File: config.mk
export PLATFORM = sky130hd
export DESIGN_NAME = spi_slave_frame_engine_top
export DESIGN_NICKNAME = d
export VERILOG_FILES = /design/src/hdl/sfe_pkg.sv /design/src/hdl/sfe_core.sv /design/src/hdl/spi_slave_frame_engine_top.sv
export SDC_FILE = /design/constraint.sdc
export NUM_CORES = 1
export LEC_CHECK = 0
export ABC_AREA = 1
export BUFFER_PORTS_ARGS = -buffer_cell sky130_fd_sc_hd__buf_2
export CORE_ASPECT_RATIO = 2
export CORE_MARGIN = 2
export CORE_UTILIZATION = 45
export DETAILED_ROUTE_END_ITERATION = 8
export PLACE_DENSITY_LB_ADDON = 0.15
export REMOVE_ABC_BUFFERS = 1
export SETUP_SLACK_MARGIN = 0.15
export SLEW_MARGIN = 20
export SYNTH_ARGS = -nofsm -noshare
export SYNTH_HDL_FRONTEND = slang
export SYNTH_SLANG_ARGS = --single-unit
File: constraint.sdc
create_clock -name clock -period 2.95 [get_ports clock]
set_clock_uncertainty 0.05 [all_clocks]
set_input_delay 0.1475 -clock clock [delete_from_list [all_inputs] [get_ports clock]]
set_output_delay 0.1475 -clock clock [all_outputs]
set_load 0.05 [all_outputs]
File: src/hdl/sfe_pkg.sv
// Shared types and constants of the SPI slave frame engine.
package sfe_pkg;

   localparam int BUF_DEPTH = 32;
   localparam int BUF_IDX_W = (BUF_DEPTH > 1) ? $clog2(BUF_DEPTH) : 1;
   localparam int ADDR_BUF_I = 4;
   localparam int ADDR_CNT_I = ADDR_BUF_I + BUF_DEPTH;
   localparam int ADDR_END_I = ADDR_CNT_I + 4;

   localparam logic [5:0] ADDR_TX_LIMIT = 6'd3;
   localparam logic [5:0] ADDR_BUF = 6'(ADDR_BUF_I);
   localparam logic [5:0] ADDR_CNT = 6'(ADDR_CNT_I);
   localparam logic [6:0] ADDR_END = 7'(ADDR_END_I);

   localparam logic [7:0] BYTE_MASK = 8'hFF;

   typedef logic [BUF_IDX_W-1:0] buf_idx_type;

   typedef enum logic [2:0] {
      OP_ASSERT  = 3'd0,
      OP_EDGE    = 3'd1,
      OP_RELEASE = 3'd2,
      OP_WRITE   = 3'd3,
      OP_READ    = 3'd4
   } op_type;

   typedef enum logic [1:0] {
      ST_NONE       = 2'd0,
      ST_OK         = 2'd1,
      ST_CHECK_FAIL = 2'd2,
      ST_INCOMPLETE = 2'd3
   } status_type;

   typedef enum logic [1:0] {
      CNT_RELEASE    = 2'd0,
      CNT_OK         = 2'd1,
      CNT_CHECK_FAIL = 2'd2,
      CNT_INCOMPLETE = 2'd3
   } cnt_sel_type;

   typedef struct packed {
      logic [2:0] op;
      logic       mosi;
      logic [5:0] address;
      logic [7:0] write_data;
   } req_type;

   typedef struct packed {
      logic       miso;
      logic [7:0] read_data;
      logic [1:0] frame_status;
   } rsp_type;

endpackage

File: src/hdl/sfe_core.sv
// Frame state, buffers and counters, with the per-beat next-state and result logic.
module sfe_core
   import sfe_pkg::*;
(
   input  logic    clock,
   input  logic    reset,
   input  logic    commit,
   input  req_type req,
   output rsp_type rsp
);

   typedef enum logic [2:0] {
      PH_START = 3'd0,
      PH_LOW   = 3'd1,
      PH_HIGH  = 3'd2,
      PH_DATA  = 3'd3,
      PH_END   = 3'd4,
      PH_DONE  = 3'd5
   } phase_type;

   logic        active_ff, active_in;
   phase_type   phase_ff, phase_in;
   logic [2:0]  bitpos_ff, bitpos_in;
   buf_idx_type idx_ff, idx_in;
   logic [7:0]  rx_hdr_ff [4];
   logic [7:0]  rx_hdr_in [4];
   logic [7:0]  rx_buf_ff [BUF_DEPTH];
   logic [7:0]  rx_buf_in [BUF_DEPTH];
   logic [7:0]  tx_hdr_ff [3];
   logic [7:0]  tx_hdr_in [3];
   logic [7:0]  tx_buf_ff [BUF_DEPTH];
   logic [7:0]  tx_buf_in [BUF_DEPTH];
   logic [7:0]  cnt_ff [4];
   logic [7:0]  cnt_in [4];
   logic [15:0] edge_cnt_ff, edge_cnt_in;

   logic [2:0]  sh;
   logic [7:0]  tx_byte;
   logic [5:0]  buf_off;
   logic [5:0]  cnt_off;
   buf_idx_type buf_addr;
   logic [1:0]  cnt_addr;
   logic        last_bit;

   always_comb begin
      active_in   = active_ff;
      phase_in    = phase_ff;
      bitpos_in   = bitpos_ff;
      idx_in      = idx_ff;
      rx_hdr_in   = rx_hdr_ff;
      rx_buf_in   = rx_buf_ff;
      tx_hdr_in   = tx_hdr_ff;
      tx_buf_in   = tx_buf_ff;
      cnt_in      = cnt_ff;
      edge_cnt_in = edge_cnt_ff;
      rsp         = '0;

      sh       = ~bitpos_ff;
      last_bit = (bitpos_ff == 3'd7);
      buf_off  = req.address - ADDR_BUF;
      cnt_off  = req.address - ADDR_CNT;
      buf_addr = buf_off[BUF_IDX_W-1:0];
      cnt_addr = cnt_off[1:0];

      unique case (phase_ff)
         PH_START, PH_LOW, PH_HIGH: tx_byte = tx_hdr_ff[phase_ff[1:0]];
         PH_DATA:                   tx_byte = tx_buf_ff[idx_ff];
         PH_END:                    tx_byte = ~rx_hdr_ff[0] & BYTE_MASK;
         default:                   tx_byte = '0;
      endcase

      unique case (req.op)
         OP_ASSERT: begin
            if (!active_ff) begin
               for (int i = 0; i < 4; i++) begin
                  rx_hdr_in[i] = '0;
               end
               for (int i = 0; i < BUF_DEPTH; i++) begin
                  rx_buf_in[i] = '0;
               end
               active_in = 1'b1;
               phase_in  = PH_START;
               bitpos_in = '0;
               idx_in    = '0;
            end
         end
         OP_EDGE: begin
            if (active_ff) begin
               edge_cnt_in = edge_cnt_ff + 16'd1;
               if (phase_ff != PH_DONE) begin
                  rsp.miso  = tx_byte[sh];
                  bitpos_in = bitpos_ff + 3'd1;
                  if (req.mosi) begin
                     unique case (phase_ff)
                        PH_START, PH_LOW, PH_HIGH: rx_hdr_in[phase_ff[1:0]][sh] = 1'b1;
                        PH_DATA:                   rx_buf_in[idx_ff][sh] = 1'b1;
                        default:                   rx_hdr_in[3][sh] = 1'b1;
                     endcase
                  end
                  if (last_bit) begin
                     if (phase_ff == PH_DATA) begin
                        if (idx_ff != BUF_IDX_W'(BUF_DEPTH - 1)) begin
                           idx_in = idx_ff + BUF_IDX_W'(1);
                        end else begin
                           phase_in = PH_END;
                        end
                     end else begin
                        phase_in = phase_type'(phase_ff + 3'd1);
                     end
                  end
               end
            end
         end
         OP_RELEASE: begin
            if (active_ff) begin
               cnt_in[CNT_RELEASE] = cnt_ff[CNT_RELEASE] + 8'd1;
               if (phase_ff == PH_DONE) begin
                  if (rx_hdr_ff[3] == (~tx_hdr_ff[0] & BYTE_MASK)) begin
                     rsp.frame_status = ST_OK;
                     cnt_in[CNT_OK]   = cnt_ff[CNT_OK] + 8'd1;
                  end else begin
                     rsp.frame_status       = ST_CHECK_FAIL;
                     cnt_in[CNT_CHECK_FAIL] = cnt_ff[CNT_CHECK_FAIL] + 8'd1;
                  end
               end else begin
                  rsp.frame_status       = ST_INCOMPLETE;
                  cnt_in[CNT_INCOMPLETE] = cnt_ff[CNT_INCOMPLETE] + 8'd1;
               end
               active_in = 1'b0;
               phase_in  = PH_START;
               for (int i = 0; i < 3; i++) begin
                  tx_hdr_in[i] = '0;
               end
               for (int i = 0; i < BUF_DEPTH; i++) begin
                  tx_buf_in[i] = '0;
               end
            end
         end
         OP_WRITE: begin
            if (req.address < ADDR_TX_LIMIT) begin
               tx_hdr_in[req.address[1:0]] = req.write_data;
            end else if (req.address >= ADDR_BUF && req.address < ADDR_CNT) begin
               tx_buf_in[buf_addr] = req.write_data;
            end
         end
         OP_READ: begin
            priority if (req.address < ADDR_BUF) begin
               rsp.read_data = rx_hdr_ff[req.address[1:0]];
            end else if (req.address < ADDR_CNT) begin
               rsp.read_data = rx_buf_ff[buf_addr];
            end else if ({1'b0, req.address} < ADDR_END) begin
               rsp.read_data = cnt_ff[cnt_addr];
            end else begin
               rsp.read_data = '0;
            end
         end
         default: begin
         end
      endcase
   end

   always_ff @(posedge clock) begin
      if (reset) begin
         active_ff   <= 1'b0;
         phase_ff    <= PH_START;
         bitpos_ff   <= '0;
         idx_ff      <= '0;
         edge_cnt_ff <= '0;
         for (int i = 0; i < 4; i++) begin
            rx_hdr_ff[i] <= '0;
            cnt_ff[i]    <= '0;
         end
         for (int i = 0; i < 3; i++) begin
            tx_hdr_ff[i] <= '0;
         end
         for (int i = 0; i < BUF_DEPTH; i++) begin
            rx_buf_ff[i] <= '0;
            tx_buf_ff[i] <= '0;
         end
      end else if (commit) begin
         active_ff   <= active_in;
         phase_ff    <= phase_in;
         bitpos_ff   <= bitpos_in;
         idx_ff      <= idx_in;
         edge_cnt_ff <= edge_cnt_in;
         rx_hdr_ff   <= rx_hdr_in;
         cnt_ff      <= cnt_in;
         tx_hdr_ff   <= tx_hdr_in;
         rx_buf_ff   <= rx_buf_in;
         tx_buf_ff   <= tx_buf_in;
      end
   end

endmodule

File: src/hdl/spi_slave_frame_engine_top.sv
// Top level of the SPI slave frame engine: input register, core and result register.
//
// Each beat on the req channel is one SPI event (select assert, clock edge,
// select release) or one host register access, and each gives exactly one
// beat on the rsp channel. A beat is latched in an input register, worked on
// by the core's combinational logic and stored in a result register, from
// which its result appears on rsp. While rsp ready is high, the rate is one beat
// per cycle, set by the core's state update, which finishes within the cycle;
// the result register alone decides a stall when the rsp side holds ready low.
// No clearing pass is needed after reset.
module spi_slave_frame_engine_top
   import sfe_pkg::*;
(
   input  logic       clock,
   input  logic       reset,
   input  logic       req_valid,
   output logic       req_ready,
   input  logic [2:0] req_op,
   input  logic       req_mosi,
   input  logic [5:0] req_address,
   input  logic [7:0] req_write_data,
   output logic       rsp_valid,
   input  logic       rsp_ready,
   output logic       rsp_miso,
   output logic [7:0] rsp_read_data,
   output logic [1:0] rsp_frame_status
);

   logic    in_vld_ff, in_vld_in;
   req_type in_req_ff, in_req_in;
   logic    out_vld_ff, out_vld_in;
   rsp_type out_rsp_ff, out_rsp_in;
   logic    advance;
   logic    take;
   rsp_type core_rsp;

   assign advance   = in_vld_ff && (!out_vld_ff || rsp_ready);
   assign req_ready = !in_vld_ff || advance;
   assign take      = req_valid && req_ready;

   assign in_vld_in  = take || (in_vld_ff && !advance);
   assign in_req_in  = take ? req_type'{op: req_op, mosi: req_mosi,
                                        address: req_address,
                                        write_data: req_write_data}
                            : in_req_ff;
   assign out_vld_in = advance || (out_vld_ff && !rsp_ready);
   assign out_rsp_in = advance ? core_rsp : out_rsp_ff;

   sfe_core u_core (
      .clock  (clock),
      .reset  (reset),
      .commit (advance),
      .req    (in_req_ff),
      .rsp    (core_rsp)
   );

   always_ff @(posedge clock) begin
      if (reset) begin
         in_vld_ff  <= 1'b0;
         out_vld_ff <= 1'b0;
      end else begin
         in_vld_ff  <= in_vld_in;
         out_vld_ff <= out_vld_in;
      end
      in_req_ff  <= in_req_in;
      out_rsp_ff <= out_rsp_in;
   end

   assign rsp_valid        = out_vld_ff;
   assign rsp_miso         = out_rsp_ff.miso;
   assign rsp_read_data    = out_rsp_ff.read_data;
   assign rsp_frame_status = out_rsp_ff.frame_status;

endmodule

==> impl_metrics.yaml <==
floorplan:
  io_pins: 35
  die_height_um: 361
  design.die.area_mm2: 0.0658
  num_rows: 130
  die_x_um: 182
  start_util: 0.455
  design.core.area_mm2: 0.0629
finish:
  finalInstanceArea_mm2: 0.0328
  drive_gt1_frac: 0.0945
  antenna_cells: 0
  nNetsFinal: 4186
  area_delta_synth_final_pct: 14.6
logic_synthesis:
  syn_avg_cell_area_um2: 7.01
  synth_ff_type: "dfxtp_1"
  synth-seq-cells: 643
  seq_area_frac_synth: 0.459
  synth-edff-count: 29
  syn-cell-area_mm2: 0.0287
  ys_warn_count: 0
  synth.distinct_cells: 42
  synthCells: 4085
  async_flop_share: 0
setup_path:
  critPathArrivalTime_ns: 3.05
  crit_path_end_kind: "register"
  cp_max_fo: 57
  crit_chain: "inv_1, nor2_2, clkinv_2, buf_12, o22ai_1, o21ai_1, nand4_1, o21ai_0, a21oi_1"
  start_kind: "register"
  cp-startpoint: "in_req_ff[8]$_DFFE_PP_"
  criticalPathCategory: "reg2reg"
  cp.required_ns: 3.24
  max_stage_delay_ns: 0.48
  r2r_start: "in_req_ff[8]$_DFFE_PP_"
  cpMaxStageDelayCell: "edfxtp_1"
clocking:
  clk_pin_slew_ns: 0.07
  cts_tree: "built"
  clk_latency_ns: 0.64
  numCtsBuffers: 57
  cts-root-buf: "clkbuf_16"
  clock_sinks: 643
  htreeDepth: 2
  ctsLongestPathBuffers: 3
timing:
  hold_viol: 0
  timing.fmax_mhz: 362
  max_slew_margin: 0.284
  slew_violations: 0
  period_share: 0.937
  setup_violations: 0
  tightest_slew_ns: 1.07
  period_minus_slack_ns: 2.76
  rsz0062_at_grt: "true"
  setup_tns_ns: 0
  fin_ws_ns: 0.185
global_routing:
  grt_overflow: 0
  grt_pass1_vias: 26049
  antenna_found_initial: 0
  grt_first_pass_wirelength_mm: 153
  grt_start_max_net_pins: 151
  grt_use_total: 0.303
hold_path:
  hp-class: "in2reg"
  min_from: "req_address[0]"
route:
  via_per_inst: 5.46
  postRouteAntennaNets: 0
  dr.pass1.iters: 5
  route.detailed.drc: 0
  num_vias: 27189
  drt-total-wl_mm: 101
  drt_iter0_markers: 2062
  routedWlPerCell_um: 20.2
run_status:
  status: "completed"
placed_design:
  port_buffers: 34
  gp_congestion: 0.943
  dp_hpwl_mm: 70.1
  placed_area_mm2: 0.0306
  pre_cts_ws_ns: 0.0180
power:
  power.density_mw_per_mm2: 542
  p_leak_nw: 11.4
  vdd_drop_max_v: 0.000579
job:
  cap_viol_max_count: 0
[synthesized netlist by cell type (6+ instances only)]
cell,instances,area [µm²]
nand2_1,1185,4450
a21oi_1,630,3150
dfxtp_1,614,12300
inv_1,429,1610
nor2_1,280,1050
o21ai_0,199,996
nand3_1,135,676
o22ai_1,134,838
clkbuf_1,110,413
buf_2,98,490
o21ai_1,32,160
edfxtp_1,29,871
nor2_4,23,259
nor2_2,22,138
inv_2,21,78.8
nand4_1,19,119
nor3_1,19,95.1
ha_1,18,225
nor3_2,11,110
a221oi_1,8,70.1
buf_1,8,30.0
a22oi_1,7,52.6
nor3_4,7,114
a211oi_1,6,45.0
[flip-flops by register name, summed over array words and instances (netlist names)]
register / cells
in_req_ff: 18
in_vld_ff: 1
rsp_frame_status: 2
rsp_miso: 1
rsp_read_data: 8
rsp_valid: 1
u_core.active_ff: 1
u_core.bitpos_ff: 3
u_core.cnt_ff: 32
u_core.idx_ff: 5
u_core.phase_ff: 3
u_core.rx_buf_ff: 256
u_core.rx_hdr_ff: 32
u_core.tx_buf_ff: 256
u_core.tx_hdr_ff: 24
[layout by cell type (no fill, tap or decap), types with 14 or more instances in the layout]
| cell | count |
|---|---|
| nor2_4 | 30 |
| dlygate4sd3_1 | 22 |
| buf_2 | 33 |
| clkbuf_16 | 57 |
| nand2_1 | 1183 |
| nand3_1 | 135 |
| edfxtp_1 | 29 |
| nor2_2 | 18 |
| clkbuf_8 | 14 |
| nor3_1 | 19 |
| dfxtp_1 | 612 |
| inv_2 | 20 |
| nor2_1 | 277 |
| nor3_4 | 14 |
| buf_4 | 128 |
| buf_12 | 32 |
| nand4_1 | 19 |
| inv_1 | 427 |
| a21oi_1 | 630 |
| o21ai_0 | 195 |
| clkinv_2 | 14 |
| ha_1 | 18 |
| o21ai_1 | 32 |
| o22ai_1 | 134 |
[report_power, final]
| part | switching (W) | internal [W] | total, W |
|---|---|---|---|
| Sequential | 0.0000272 | 0.00877 | 0.00880 |
| Combinational | 0.000752 | 0.000246 | 0.000998 |
| Clock | 0.00349 | 0.00452 | 0.00800 |
[cell type report]
type                            count  area, µm²
Multi-Input combinational cell   2772      13000
Clock inverter                     26        332
Fill cell                        6195      30100
Timing Repair Buffer              218       2020
Tap cell                          792        991
Clock buffer                       79       1650
Inverter                          454       1710
Sequential cell                   643      13200
[what timing repair did]
action                                  in CTS  in global routing
gates resized for setup                      2                  9
gates cloned                                 0                  0
pin swaps                                    0                  3
endpoints found under the hold margin       39                  0
buffers inserted                             0                  4
hold buffers                                22                  0
endpoints found under the setup margin      38                262
[worst max-delay path, delay by kind of cell (launching register included)]
kind,cells,cell delay [ns]
buf+inv,3,0.69
compound gates,4,0.91
simple gates,2,0.24
flops,1,0.48
[final timing paths]
| kind | end | slack, ns | cells past startpoint |
|---|---|---|---|
| max | rsp_read_data[0]$_SDFFCE_PP0P_ | 0.19 | 9 |
| min | in_req_ff[8]$_DFFE_PP_ | 0.16 | 2 |
| max reg2reg | rsp_read_data[0]$_SDFFCE_PP0P_ | 0.19 | 9 |
| min reg2reg | u_core.rx_buf_ff[242]$_SDFFE_PP0P_ | 0.40 | 2 |
[routing by layer]
layer	global-route usage	wire [µm]
met5	0	0
met1	0.304	34800
met3	0.0282	4100
met4	0.261	10100
met2	0.554	51900
[kinds of logic after synthesis]
kind of cell / count (synthesis) / synth area share
adders and majority gates: 18 / 0.00786
DFF: 643 / 0.459
and+or+nand+nor: 1711 / 0.247
xor gates and xnor gates: 1 / 0.000306
AOI/OAI and AO/OA: 1042 / 0.193
buffers and inverters: 670 / 0.0921
[stage by stage]
| stage | utilization | power (W) | hold WS, ns | instances |
|---|---|---|---|---|
| 6_report | 0.522 | 0.0178 | 0.164 | 4984 |
| 5_1_grt | 0.522 | 0.0183 | 0.155 | 4984 |
| 4_1_cts | 0.521 | 0.0179 | 0.144 | 4980 |
| 3_5_place_dp | 0.486 | 0.00995 | 0.276 | 4853 |
| 3_3_place_gp | 0.486 | 0.00995 | 0.274 | 4853 |
| 2_1_floorplan | - | 0.00944 | 0.167 | 3869 |
Power figures use the tool's default switching activity.
